==> config.mk <==
export PLATFORM = sky130hd
export DESIGN_NAME = umi_nucleotide_word_encoder_unit_flat
export DESIGN_NICKNAME = d
export VERILOG_FILES = /design/src/design/unwe_pkg.sv /design/src/design/unwe_stream_if.sv /design/src/design/unwe_field_trk.sv /design/src/design/unwe_datapath.sv /design/src/design/unwe_ctrl.sv /design/src/design/umi_nucleotide_word_encoder_unit.sv /design/src/flat_wrapper.sv
export SDC_FILE = /design/constraint.sdc
export NUM_CORES = 1
export LEC_CHECK = 0
export BUFFER_PORTS_ARGS = -buffer_cell sky130_fd_sc_hd__buf_2
export CAP_MARGIN = 40
export CORE_MARGIN = 10
export CORE_UTILIZATION = 59
export CTS_CLUSTER_DIAMETER = 80
export DETAILED_ROUTE_END_ITERATION = 8
export GPL_TIMING_DRIVEN = 0
export HOLD_SLACK_MARGIN = 0.06
export PLACE_DENSITY_LB_ADDON = 0.25
export SLEW_MARGIN = 15
export SYNTH_ARGS = -nofsm -noshare
export SYNTH_HDL_FRONTEND = slang
export SYNTH_HIERARCHICAL = 1
export SYNTH_SLANG_ARGS = --single-unit
==> constraint.sdc <==
create_clock -name clk -period 5.15 [get_ports clk]
set_clock_uncertainty 0.1 [all_clocks]
set_input_delay 1.2875 -clock clk [delete_from_list [all_inputs] [get_ports clk]]
set_output_delay 1.2875 -clock clk [all_outputs]
set_load 0.01 [all_outputs]
==> src/design/unwe_pkg.sv <==
// ============================================================================
// unwe_pkg
// Shared types, codes and helpers of the UMI nucleotide word encoder.
// ============================================================================
`default_nettype none

package unwe_pkg;

    // Fixed limits of the block
    localparam int TAKE_MAX   = 32;
    localparam int MAX_READS  = 4;
    localparam int RESULT_CAP = 32;
    localparam int TAKE_LIM   = (TAKE_MAX < RESULT_CAP) ? TAKE_MAX : RESULT_CAP;

    // Position / size counters hold values up to RESULT_CAP
    localparam int POS_W      = 6;
    localparam int RIDX_W     = 2;
    localparam int CNT_W      = 3;
    localparam int CFG_IDX_W  = 3;
    localparam int CFG_DATA_W = 6;

    // Input actions
    localparam logic [1:0] ACT_HDR_BYTE = 2'd0;
    localparam logic [1:0] ACT_HDR_END  = 2'd1;
    localparam logic [1:0] ACT_SEQ_BYTE = 2'd2;
    localparam logic [1:0] ACT_READ_END = 2'd3;

    // Configuration register indexes
    localparam logic [CFG_IDX_W-1:0] CFG_HDR_SIZE   = 3'd0;
    localparam logic [CFG_IDX_W-1:0] CFG_READ_COUNT = 3'd1;
    localparam logic [CFG_IDX_W-1:0] CFG_TAKE0      = 3'd2;
    localparam logic [CFG_IDX_W-1:0] CFG_TAKE1      = 3'd3;
    localparam logic [CFG_IDX_W-1:0] CFG_TAKE2      = 3'd4;
    localparam logic [CFG_IDX_W-1:0] CFG_TAKE3      = 3'd5;

    // Characters
    localparam logic [7:0] CH_A          = 8'h41;
    localparam logic [7:0] CH_C          = 8'h43;
    localparam logic [7:0] CH_G          = 8'h47;
    localparam logic [7:0] CH_T          = 8'h54;
    localparam logic [7:0] CH_UNDERSCORE = 8'h5F;
    localparam logic [7:0] CH_COLON      = 8'h3A;
    localparam logic [7:0] CH_SPACE      = 8'h20;

    // Nucleotide codes
    localparam logic [1:0] CODE_A   = 2'd0;
    localparam logic [1:0] CODE_C   = 2'd1;
    localparam logic [1:0] CODE_G   = 2'd2;
    localparam logic [1:0] CODE_T   = 2'd3;
    localparam logic [1:0] CODE_PAD = 2'd2;

    typedef struct packed {
        logic [1:0] action;
        logic [7:0] char_byte;
    } in_beat_t;

    typedef struct packed {
        logic [1:0] code;
        logic       code_valid;
        logic       filtered;
        logic       word_end;
    } out_beat_t;

    typedef struct packed {
        logic [1:0] code;
        logic       ok;
    } nt_enc_t;

    typedef enum logic [1:0] {
        ST_IDLE,
        ST_UMI,
        ST_PAD
    } ctrl_state_t;

    // Controller -> datapath
    typedef struct packed {
        logic accept;
        logic umi_step;
        logic pad_step;
    } dp_cmd_t;

    // Datapath -> controller
    typedef struct packed {
        logic out_free;
        logic umi_go;
        logic pad_go;
        logic umi_done;
        logic pad_done;
    } dp_status_t;

    // Datapath -> field tracker
    typedef struct packed {
        logic       clear;
        logic       byte_en;
        logic       is_delim;
        logic       code_ok;
        logic [1:0] code;
    } trk_cmd_t;

    function automatic nt_enc_t encode_nt(input logic [7:0] ch);
        nt_enc_t r;
        r.ok = 1'b1;
        unique case (ch)
            CH_A:    r.code = CODE_A;
            CH_C:    r.code = CODE_C;
            CH_G:    r.code = CODE_G;
            CH_T:    r.code = CODE_T;
            default:
            begin
                r.code = CODE_PAD;
                r.ok   = 1'b0;
            end
        endcase
        return r;
    endfunction

endpackage

`default_nettype wire

==> src/design/unwe_stream_if.sv <==
// ============================================================================
// unwe_stream_if
// Valid/ready stream channel carrying one payload beat per handshake.
// ============================================================================
`default_nettype none

interface unwe_stream_if #(parameter type payload_t = logic);

    logic     valid;
    logic     ready;
    payload_t payload;

    modport source (output valid, output payload, input ready);
    modport sink   (input valid, input payload, output ready);

endinterface

`default_nettype wire

==> src/design/unwe_field_trk.sv <==
// ============================================================================
// unwe_field_trk
// Tracks one delimited header field: length, seen and clean flags, and a
// small code RAM with a registered read port.
// ============================================================================
`default_nettype none

module unwe_field_trk
    import unwe_pkg::*;
#(
    parameter int UMI_MAX = 32
)
(
    input  wire logic                               clk,
    input  wire logic                               rst_n,
    input  wire trk_cmd_t                           cmd,
    input  wire logic [POS_W-1:0]                   rd_addr,
    output logic                                    usable,
    output logic [$clog2(UMI_MAX+1)-1:0]            len,
    output logic [1:0]                              rd_data
);

    localparam int LW = $clog2(UMI_MAX + 1);
    localparam int AW = (UMI_MAX > 1) ? $clog2(UMI_MAX) : 1;

    logic [1:0]    mem [UMI_MAX];
    logic [1:0]    rd_data_reg;
    logic [LW-1:0] len_reg, len_next;
    logic          seen_reg, seen_next;
    logic          clean_reg, clean_next;
    logic          append;
    logic          wr_en;

    always_comb
    begin
        len_next   = len_reg;
        seen_next  = seen_reg;
        clean_next = clean_reg;
        append     = cmd.byte_en && !cmd.is_delim && seen_reg;
        wr_en      = append && (len_reg < LW'(UMI_MAX));
        if (cmd.clear)
        begin
            len_next   = '0;
            seen_next  = 1'b0;
            clean_next = 1'b1;
        end
        else if (cmd.byte_en && cmd.is_delim)
        begin
            len_next   = '0;
            seen_next  = 1'b1;
            clean_next = 1'b1;
        end
        else if (append)
        begin
            if (!cmd.code_ok)
            begin
                clean_next = 1'b0;
            end
            if (wr_en)
            begin
                len_next = len_reg + LW'(1);
            end
        end
    end

    always_ff @(posedge clk or negedge rst_n)
    begin
        if (!rst_n)
        begin
            len_reg   <= '0;
            seen_reg  <= 1'b0;
            clean_reg <= 1'b1;
        end
        else
        begin
            len_reg   <= len_next;
            seen_reg  <= seen_next;
            clean_reg <= clean_next;
        end
    end

    // Field RAM: one write, one registered read per cycle
    always_ff @(posedge clk)
    begin
        if (wr_en)
        begin
            mem[len_reg[AW-1:0]] <= cmd.code;
        end
        rd_data_reg <= mem[rd_addr[AW-1:0]];
    end

    assign usable  = seen_reg && (len_reg != '0) && clean_reg;
    assign len     = len_reg;
    assign rd_data = rd_data_reg;

endmodule

`default_nettype wire

==> src/design/unwe_datapath.sv <==
// ============================================================================
// unwe_datapath
// Configuration registers, header field trackers, read position counters,
// word filter flag and the output beat register.
// ============================================================================
`default_nettype none

module unwe_datapath
    import unwe_pkg::*;
#(
    parameter int UMI_MAX = 32
)
(
    input  wire logic                   clk,
    input  wire logic                   rst_n,
    input  wire logic                   cfg_wr_en,
    input  wire logic [CFG_IDX_W-1:0]   cfg_index,
    input  wire logic [CFG_DATA_W-1:0]  cfg_data,
    input  wire in_beat_t               in_beat,
    input  wire logic                   out_ready,
    input  wire dp_cmd_t                cmd,
    output dp_status_t                  status,
    output logic                        out_valid,
    output out_beat_t                   out_beat
);

    localparam int LW      = $clog2(UMI_MAX + 1);
    localparam int SizeLim = (UMI_MAX < RESULT_CAP) ? UMI_MAX : RESULT_CAP;

    // Configuration
    logic [POS_W-1:0]  hdr_size_reg;
    logic [CNT_W-1:0]  rd_count_reg;
    logic [POS_W-1:0]  take_reg [MAX_READS];

    // Record state
    logic [RIDX_W-1:0] read_idx_reg, read_idx_next;
    logic [POS_W-1:0]  pos_reg, pos_next;
    logic              wf_reg, wf_next;
    logic              space_seen_reg, space_seen_next;
    logic [POS_W-1:0]  umi_idx_reg, umi_idx_next;
    logic [LW-1:0]     umi_len_reg, umi_len_next;
    logic              use_colon_reg, use_colon_next;

    // Output beat register
    logic              out_valid_reg;
    out_beat_t         out_beat_reg;

    nt_enc_t           enc;
    logic [POS_W-1:0]  take_raw, take_cur, umi_size;
    logic [CNT_W-1:0]  count_eff;
    logic              last_read, pos_lt_take, hdr_ok;
    logic              is_hdr, is_eoh, is_seq, is_eor;
    logic              hdr_en, eoh_en, seq_en, eor_now, pad_fin, word_fin, hdr_clear;
    logic              umi_pad;
    logic              emit;
    out_beat_t         emit_beat;
    trk_cmd_t          us_cmd, co_cmd;
    logic              us_usable, co_usable;
    logic [LW-1:0]     us_len, co_len;
    logic [1:0]        us_rd, co_rd;

    unwe_field_trk #(.UMI_MAX(UMI_MAX)) u_us_trk
    (
        .clk     (clk),
        .rst_n   (rst_n),
        .cmd     (us_cmd),
        .rd_addr (umi_idx_next),
        .usable  (us_usable),
        .len     (us_len),
        .rd_data (us_rd)
    );

    unwe_field_trk #(.UMI_MAX(UMI_MAX)) u_co_trk
    (
        .clk     (clk),
        .rst_n   (rst_n),
        .cmd     (co_cmd),
        .rd_addr (umi_idx_next),
        .usable  (co_usable),
        .len     (co_len),
        .rd_data (co_rd)
    );

    always_comb
    begin
        enc      = encode_nt(in_beat.char_byte);
        take_raw = take_reg[read_idx_reg];
        take_cur = (take_raw > POS_W'(TAKE_LIM)) ? POS_W'(TAKE_LIM) : take_raw;
        umi_size = (hdr_size_reg > POS_W'(SizeLim)) ? POS_W'(SizeLim) : hdr_size_reg;

        count_eff = rd_count_reg;
        if (rd_count_reg == '0)
        begin
            count_eff = CNT_W'(1);
        end
        else if (rd_count_reg > CNT_W'(MAX_READS))
        begin
            count_eff = CNT_W'(MAX_READS);
        end

        last_read   = ({1'b0, read_idx_reg} + CNT_W'(1)) >= count_eff;
        pos_lt_take = pos_reg < take_cur;
        hdr_ok      = (read_idx_reg == '0);

        is_hdr = (in_beat.action == ACT_HDR_BYTE);
        is_eoh = (in_beat.action == ACT_HDR_END);
        is_seq = (in_beat.action == ACT_SEQ_BYTE);
        is_eor = (in_beat.action == ACT_READ_END);

        status.out_free = !out_valid_reg || out_ready;
        status.umi_go   = is_eoh && hdr_ok && (umi_size != '0);
        status.pad_go   = is_eor && pos_lt_take;
        status.umi_done = ({1'b0, umi_idx_reg} + (POS_W+1)'(1)) >= {1'b0, umi_size};
        status.pad_done = ({1'b0, pos_reg} + (POS_W+1)'(1)) >= {1'b0, take_cur};

        hdr_en    = cmd.accept && is_hdr && hdr_ok && !space_seen_reg;
        eoh_en    = cmd.accept && is_eoh && hdr_ok;
        seq_en    = cmd.accept && is_seq && pos_lt_take;
        eor_now   = cmd.accept && is_eor && !pos_lt_take;
        pad_fin   = cmd.pad_step && status.pad_done;
        word_fin  = (eor_now || pad_fin) && last_read;
        hdr_clear = eoh_en || word_fin;

        // Tracker commands: both fields see every non-space header byte of read zero before its first space
        us_cmd.clear    = hdr_clear;
        us_cmd.byte_en  = hdr_en && (in_beat.char_byte != CH_SPACE);
        us_cmd.is_delim = (in_beat.char_byte == CH_UNDERSCORE);
        us_cmd.code_ok  = enc.ok;
        us_cmd.code     = enc.code;
        co_cmd          = us_cmd;
        co_cmd.is_delim = (in_beat.char_byte == CH_COLON);

        umi_pad = !(8'(umi_idx_reg) < 8'(umi_len_reg));

        // Result beat selection
        emit      = 1'b1;
        emit_beat = '0;
        priority if (seq_en)
        begin
            emit_beat.code       = enc.code;
            emit_beat.code_valid = 1'b1;
            emit_beat.filtered   = wf_reg || !enc.ok;
        end
        else if (cmd.umi_step)
        begin
            emit_beat.code       = umi_pad ? CODE_PAD : (use_colon_reg ? co_rd : us_rd);
            emit_beat.code_valid = 1'b1;
            emit_beat.filtered   = wf_reg || umi_pad;
        end
        else if (cmd.pad_step)
        begin
            emit_beat.code       = CODE_PAD;
            emit_beat.code_valid = 1'b1;
            emit_beat.filtered   = 1'b1;
            emit_beat.word_end   = last_read && status.pad_done;
        end
        else if (eor_now && last_read)
        begin
            emit_beat.filtered   = wf_reg;
            emit_beat.word_end   = 1'b1;
        end
        else
        begin
            emit = 1'b0;
        end

        // Word filter flag
        wf_next = wf_reg;
        priority if (word_fin)
        begin
            wf_next = 1'b0;
        end
        else if ((seq_en && !enc.ok) || (cmd.umi_step && umi_pad) || cmd.pad_step)
        begin
            wf_next = 1'b1;
        end
        else
        begin
            wf_next = wf_reg;
        end

        // Read position and read index
        pos_next      = pos_reg;
        read_idx_next = read_idx_reg;
        if (seq_en || (cmd.pad_step && !pad_fin))
        begin
            pos_next = pos_reg + POS_W'(1);
        end
        else if (pad_fin || eor_now)
        begin
            pos_next      = '0;
            read_idx_next = word_fin ? '0 : read_idx_reg + RIDX_W'(1);
        end

        space_seen_next = space_seen_reg;
        if (hdr_clear)
        begin
            space_seen_next = 1'b0;
        end
        else if (hdr_en && (in_beat.char_byte == CH_SPACE))
        begin
            space_seen_next = 1'b1;
        end

        // UMI source chosen at end of header: underscore field wins
        umi_idx_next   = umi_idx_reg;
        umi_len_next   = umi_len_reg;
        use_colon_next = use_colon_reg;
        if (eoh_en)
        begin
            umi_idx_next   = '0;
            use_colon_next = !us_usable;
            umi_len_next   = us_usable ? us_len : (co_usable ? co_len : '0);
        end
        else if (cmd.umi_step)
        begin
            umi_idx_next = umi_idx_reg + POS_W'(1);
        end
    end

    always_ff @(posedge clk or negedge rst_n)
    begin
        if (!rst_n)
        begin
            hdr_size_reg   <= '0;
            rd_count_reg   <= CNT_W'(1);
            take_reg[0]    <= POS_W'(12);
            take_reg[1]    <= POS_W'(12);
            take_reg[2]    <= '0;
            take_reg[3]    <= '0;
            read_idx_reg   <= '0;
            pos_reg        <= '0;
            wf_reg         <= 1'b0;
            space_seen_reg <= 1'b0;
            umi_idx_reg    <= '0;
            umi_len_reg    <= '0;
            use_colon_reg  <= 1'b0;
            out_valid_reg  <= 1'b0;
        end
        else
        begin
            if (cfg_wr_en)
            begin
                unique case (cfg_index)
                    CFG_HDR_SIZE:   hdr_size_reg <= cfg_data;
                    CFG_READ_COUNT: rd_count_reg <= cfg_data[CNT_W-1:0];
                    CFG_TAKE0:      take_reg[0]  <= cfg_data;
                    CFG_TAKE1:      take_reg[1]  <= cfg_data;
                    CFG_TAKE2:      take_reg[2]  <= cfg_data;
                    CFG_TAKE3:      take_reg[3]  <= cfg_data;
                    default:        ;
                endcase
            end
            read_idx_reg   <= read_idx_next;
            pos_reg        <= pos_next;
            wf_reg         <= wf_next;
            space_seen_reg <= space_seen_next;
            umi_idx_reg    <= umi_idx_next;
            umi_len_reg    <= umi_len_next;
            use_colon_reg  <= use_colon_next;
            if (emit)
            begin
                out_valid_reg <= 1'b1;
            end
            else if (out_ready)
            begin
                out_valid_reg <= 1'b0;
            end
        end
    end

    always_ff @(posedge clk)
    begin
        if (emit)
        begin
            out_beat_reg <= emit_beat;
        end
    end

    assign out_valid = out_valid_reg;
    assign out_beat  = out_beat_reg;

    // A new beat never overwrites one still waiting
    a_no_overwrite: assert property (@(posedge clk) disable iff (!rst_n)
        emit |-> (!out_valid_reg || out_ready))
        else $error("result beat overwritten");

    // Word end leaves the record state cleared
    a_word_end_clears: assert property (@(posedge clk) disable iff (!rst_n)
        (emit && emit_beat.word_end) |=> (read_idx_reg == '0 && !wf_reg && !space_seen_reg))
        else $error("record state not cleared after word end");

    a_pad_in_range: assert property (@(posedge clk) disable iff (!rst_n)
        cmd.pad_step |-> pos_lt_take)
        else $error("padding beyond take length");

    a_umi_in_range: assert property (@(posedge clk) disable iff (!rst_n)
        cmd.umi_step |-> (8'(umi_idx_reg) < 8'(umi_size)))
        else $error("UMI index beyond size");

endmodule

`default_nettype wire

==> src/design/unwe_ctrl.sv <==
// ============================================================================
// unwe_ctrl
// Sequencer: accepts input beats when idle and walks UMI and padding runs.
// ============================================================================
`default_nettype none

module unwe_ctrl
    import unwe_pkg::*;
(
    input  wire logic       clk,
    input  wire logic       rst_n,
    input  wire logic       in_valid,
    input  wire dp_status_t status,
    output logic            in_ready,
    output dp_cmd_t         cmd
);

    ctrl_state_t state_reg, state_next;

    always_ff @(posedge clk or negedge rst_n)
    begin
        if (!rst_n)
        begin
            state_reg <= ST_IDLE;
        end
        else
        begin
            state_reg <= state_next;
        end
    end

    always_comb
    begin
        state_next = state_reg;
        cmd        = '0;
        in_ready   = 1'b0;
        unique case (state_reg)
            ST_IDLE:
            begin
                in_ready = status.out_free;
                if (in_valid && status.out_free)
                begin
                    cmd.accept = 1'b1;
                    if (status.umi_go)
                    begin
                        state_next = ST_UMI;
                    end
                    else if (status.pad_go)
                    begin
                        state_next = ST_PAD;
                    end
                end
            end
            ST_UMI:
            begin
                if (status.out_free)
                begin
                    cmd.umi_step = 1'b1;
                    if (status.umi_done)
                    begin
                        state_next = ST_IDLE;
                    end
                end
            end
            ST_PAD:
            begin
                if (status.out_free)
                begin
                    cmd.pad_step = 1'b1;
                    if (status.pad_done)
                    begin
                        state_next = ST_IDLE;
                    end
                end
            end
            default:
            begin
                state_next = ST_IDLE;
            end
        endcase
    end

    a_one_cmd: assert property (@(posedge clk) disable iff (!rst_n)
        $onehot0({cmd.accept, cmd.umi_step, cmd.pad_step}))
        else $error("more than one datapath command");

endmodule

`default_nettype wire

==> src/design/umi_nucleotide_word_encoder_unit.sv <==
// ============================================================================
// umi_nucleotide_word_encoder_unit
// Builds one 2-bit nucleotide code word per record from a header/sequence
// character stream: UMI taken from the first header, then each read's bases.
// ============================================================================
//
//  Channel    Dir  Payload                                  Beat
//  ---------  ---  ---------------------------------------  ----------------
//  item_in    in   action[1:0], char_byte[7:0]              one stream event
//  word_out   out  code[1:0], code_valid, filtered,         one code of word
//                  word_end
//  cfg_*      in   cfg_index[2:0], cfg_data[5:0]            register write
//
//  Header bytes and sequence bytes are taken directly from the idle state.
//  End of header is taken, then N UMI codes follow from the UMI state; codes stream
//  one per cycle while the output is not stalled, from the registered read port of
//  the field RAM. End of read is taken, then P padding codes follow from the pad state.
//  A stalled output holds the result register and the sequencer; input is
//  taken only when idle and the result register is free or draining.
//  Reset clears control state and the header trackers; the field RAMs are not
//  cleared, since only entries below a field's length are ever used.
//
`default_nettype none

module umi_nucleotide_word_encoder_unit
    import unwe_pkg::*;
#(
    parameter int UMI_MAX = 32
)
(
    input  wire logic                   clk,
    input  wire logic                   rst_n,
    input  wire logic                   cfg_wr_en,
    input  wire logic [CFG_IDX_W-1:0]   cfg_index,
    input  wire logic [CFG_DATA_W-1:0]  cfg_data,
    unwe_stream_if.sink                 item_in,
    unwe_stream_if.source               word_out
);

    dp_cmd_t    cmd;
    dp_status_t status;
    logic       in_ready;
    logic       out_valid;
    out_beat_t  out_beat;
    in_beat_t   in_beat;

    // Unpack the input beat into the datapath's view
    assign in_beat = item_in.payload;

    // Sequencer: decides when a beat is taken and walks multi-code runs
    unwe_ctrl u_ctrl
    (
        .clk      (clk),
        .rst_n    (rst_n),
        .in_valid (item_in.valid),
        .status   (status),
        .in_ready (in_ready),
        .cmd      (cmd)
    );

    // Datapath: config, header trackers, counters and the output register
    unwe_datapath #(.UMI_MAX(UMI_MAX)) u_dp
    (
        .clk       (clk),
        .rst_n     (rst_n),
        .cfg_wr_en (cfg_wr_en),
        .cfg_index (cfg_index),
        .cfg_data  (cfg_data),
        .in_beat   (in_beat),
        .out_ready (word_out.ready),
        .cmd       (cmd),
        .status    (status),
        .out_valid (out_valid),
        .out_beat  (out_beat)
    );

    assign item_in.ready    = in_ready;
    assign word_out.valid   = out_valid;
    assign word_out.payload = out_beat;

endmodule

`default_nettype wire

==> src/flat_wrapper.sv <==
// flat-port wrapper written by rule: the top's interface ports become plain ports
module umi_nucleotide_word_encoder_unit_flat import unwe_pkg::*;
#(
    parameter int UMI_MAX = 32
)
  (clk, rst_n, cfg_wr_en, cfg_index, cfg_data, item_in_valid, item_in_payload, item_in_ready, word_out_valid, word_out_payload, word_out_ready);
  unwe_stream_if #(.payload_t(in_beat_t)) item_in_i ();
  unwe_stream_if #(.payload_t(out_beat_t)) word_out_i ();
  input  wire logic clk;
  input  wire logic rst_n;
  input  wire logic cfg_wr_en;
  input  wire logic [CFG_IDX_W-1:0] cfg_index;
  input  wire logic [CFG_DATA_W-1:0] cfg_data;
  input wire logic [$bits(item_in_i.valid)-1:0] item_in_valid;
  input wire logic [$bits(item_in_i.payload)-1:0] item_in_payload;
  output wire logic [$bits(item_in_i.ready)-1:0] item_in_ready;
  output wire logic [$bits(word_out_i.valid)-1:0] word_out_valid;
  output wire logic [$bits(word_out_i.payload)-1:0] word_out_payload;
  input wire logic [$bits(word_out_i.ready)-1:0] word_out_ready;
  assign item_in_i.valid = item_in_valid;
  assign item_in_i.payload = item_in_payload;
  assign item_in_ready = item_in_i.ready;
  assign word_out_valid = word_out_i.valid;
  assign word_out_payload = word_out_i.payload;
  assign word_out_i.ready = word_out_ready;
  umi_nucleotide_word_encoder_unit #(.UMI_MAX(UMI_MAX)) u_core (.clk(clk), .rst_n(rst_n), .cfg_wr_en(cfg_wr_en), .cfg_index(cfg_index), .cfg_data(cfg_data), .item_in(item_in_i), .word_out(word_out_i));
endmodule
==> flow_summary.toml <==
[outcome]
status = "completed"

[clock_network]
clock_latency_ns = 0.51
max-clock-path-buffers = 3
cts_tree = "done"
htreeDepth = 1
cts_inserted_buffers = 23
clk_pin_slew_ns = 0.06
clock-root-buffer = "clkbuf_16"
cts_resized = 0
post_cts_buffers = 0
cts_sinks = 212
ctsHoldBuffers = 0

[route]
ant_nets = 0
drc = 0
first_pass_iters = 5
drt_iter0_markers = 388
wl_per_cell_um = 19.8
routed-via-count = 6676
routed_wl_mm = 22.1
via_per_inst = 5.99

[worst_hold_path]
hold_end = "u_core/u_dp/u_co_trk/clean_reg"
min_path_cells = 2
worstHoldStart = "u_core/u_dp/u_co_trk/clean_reg"
min_path_type = "register to register"

[worst_setup_path]
cpPeakStageDelay_ns = 0.57
reg2regPathDepth = 13
critPathSlowestCell = "nor2_1"
cp.required_ns = 5.41
path_max_fanout = 9
critPathKind = "input pin to register"
crit_arrival_ns = 4.53
cp-end-kind = "register"
path_cells = "buf_2 -> nand2b_1 -> nor3b_2 -> and2_1 -> and3b_1 -> and2_1 -> clkbuf_1 -> nor2_1 -> nor2b_1 -> clkbuf_1 -> a22oi_1 -> and4b_1 -> a31oi_1 -> o311ai_1"
r2r-start = "u_core/u_dp/read_idx_reg[0]"
timing.rr.end = "u_core/u_dp/u_us_trk/rd_data[0]"
cp-start-kind = "input pin"
ff2ff_setup_slack_ns = 1.07

[sta]
period_share = 0.831
finalSetupViolCount = 0
rsz0062_at_grt = "false"
max_slew_margin = 0.506
worstMarginPinSlew_ns = 0.740
hold_violations = 0
timing.fmax_ghz = 0.234
timing.final.crit_period_ns = 4.28
slew_violations = 0

[logic_synthesis]
synth_edf_count = 133
synthTopCellsByArea = "edfxtp_1 39%, dfrtp_1 17%, mux2i_1 7.1%"
synthCells = 807
ys.flop_type = "edfxtp_1"
synth_area_leader_cell = "edfxtp_1"
yosysUniqueCellTypes = 72
yosysSeqAreaShare = 0.584
postSynthAreaPerCell_um2 = 12.6
ys_seq_elements = 212
synth_nets = 869
async_flop_share = 0.354
synth.top_cell.area_share = 0.392
synth_warnings = 6
syn_area_um2 = 10200

[final_layout]
fin_cells = 1115
layout.nets = 936
fillCellCount = 1216
n_antenna_cell = 0
multiInputGateArea_um2 = 4000
drive_above_1_share = 0.180
regArea_um2 = 5960
area_delta_synth_final_pct = 13.3

[grt]
grt_start_max_net_pins = 66
grt_pass1_vias = 6890
grt-ovfl-total = 0
grt_use_total = 0.194
antenna_found_initial = 0
grt_pass1_wl_mm = 35.3

[job]
cap_violations = 0

[floorplan]
rows = 48
start_util = 0.596
num_io_pins = 31
die_w_um = 151
core_um2 = 17100
dieArea_um2 = 22900
fp.dieH_um = 151

[power_and_ir_drop]
power.leakage_nw = 4.49
totalPowerFinal_mw = 5.21
worst_ir_drop_vdd_uv = 305
p_per_area_nw_per_um2 = 451

[placed_design]
hpwl_mm = 15.1
gp_congestion = 0.859
numPortBuffers = 30
dp.cells = 1072
## final cells by class
cell class | count | area share
flip-flops and latches | 212 | 0.516
multi-input cells | 544 | 0.346
clock buffers | 30 | 0.0556
repair buffers | 42 | 0.0234
well taps | 225 | 0.0244
plain buffers | 27 | 0.0148
inverters | 24 | 0.00780
clock inverters | 11 | 0.0122
## worst max-delay path by stage
stage               slack (ns)               start                               to
finish                    0.87      word_out_ready  u_core/u_dp/u_us_trk/rd_data[0]
global route              0.66      word_out_ready  u_core/u_dp/u_us_trk/rd_data[0]
CTS                       0.63      word_out_ready   u_core/u_dp/u_co_trk/mem[5][0]
detailed placement        0.22      word_out_ready   u_core/u_dp/u_co_trk/mem[1][0]
global placement         -2.51  item_in_payload[7]   u_core/u_dp/u_us_trk/mem[4][0]
floorplan                 0.03  item_in_payload[7]   u_core/u_dp/u_co_trk/mem[0][0]
## cell usage after synthesis (3+ instances only)
master    count
a21o_1        9
a21oi_1      27
a221oi_1      5
a22o_1        3
a22oi_1      28
a31oi_1      11
and2_1        4
and3_1        6
and4b_1       4
buf_2         3
buf_4         3
buf_6         5
clkbuf_1     14
dfrtp_1      68
dfstp_2       7
dfxtp_1       4
edfxtp_1    133
ha_1         38
inv_1        24
mux2_2       31
mux2i_1      72
mux4_2        6
nand2_1      59
nand2b_1      7
nand3_1      10
nand3b_1      6
nand4_1       4
nand4b_1      4
nor2_1      106
nor2b_1      10
nor3_1        5
nor4_1        3
o21a_1        3
o21ai_0      12
o311ai_1      3
or3b_2        5
xnor2_1       7
xor2_1       13
## placed cells by master, fill, tap and decap left out, types with 5 or more instances in the layout
cell type / instances
xor2_1: 13
a21o_1: 9
clkbuf_1: 17
nand3b_1: 6
nand2_1: 59
buf_4: 8
mux2_2: 31
ha_1: 38
a221oi_1: 5
dfrtp_1: 68
nand2b_1: 7
inv_1: 24
mux2i_1: 72
nor2_1: 106
edfxtp_1: 133
dfstp_2: 7
a22oi_1: 28
a21oi_1: 27
nor2b_1: 10
or3b_2: 5
xnor2_1: 7
clkbuf_16: 23
buf_2: 33
a31oi_1: 11
o21ai_0: 12
mux4_2: 6
nand3_1: 9
buf_6: 8
and3_1: 6
## metal layers
metal / vias up / wire (um) / GRT usage
met4: 0 / 367 / 0.0520
met5: - / 0 / 0
met2: 210 / 11000 / 0.335
li1: 3127 / - / -
met1: 3300 / 9380 / 0.249
met3: 39 / 1310 / 0.0312
## critical path: cells and delay by family
kind	cells	cell delay [ns]
simple gates	8	2.07
buf+inv	3	0.69
compound gates	3	0.47
## metrics by stage
stage	TNS (ns)	setup slack (ns)	area [um^2]	hold WS (ns)	util
floorplan	0	0.0288	10200	0.359	-
global placement	-162.82	-2.51	10600	0.372	0.621
detailed placement	0	0.223	10800	0.392	0.629
CTS	0	0.626	11500	0.400	0.674
global route	0	0.658	11600	0.424	0.675
finish	0	0.873	11600	0.395	0.675
## kinds of logic (layout without fill, tap and decap cells)
| logic type | count (synthesis) | after routing | share of synthesized area |
|---|---|---|---|
| mux | 109 | 109 | 0.118 |
| simple gates | 256 | 256 | 0.126 |
| buf+inv | 51 | 134 | 0.0256 |
| fa+ha+maj | 38 | 38 | 0.0466 |
| flops | 212 | 212 | 0.584 |
| compound gates | 121 | 121 | 0.0823 |
| xor+xnor | 20 | 20 | 0.0172 |
## report_power, final
part | switching (mW) | total, mW | leakage (nW) | internal [mW]
sequential | 0.112 | 2.10 | 2.22 | 1.99
combinational | 0.815 | 1.43 | 1.89 | 0.619
clock | 0.645 | 1.67 | 0.377 | 1.03
No activity file was read; power rests on OpenSTA's default activity.
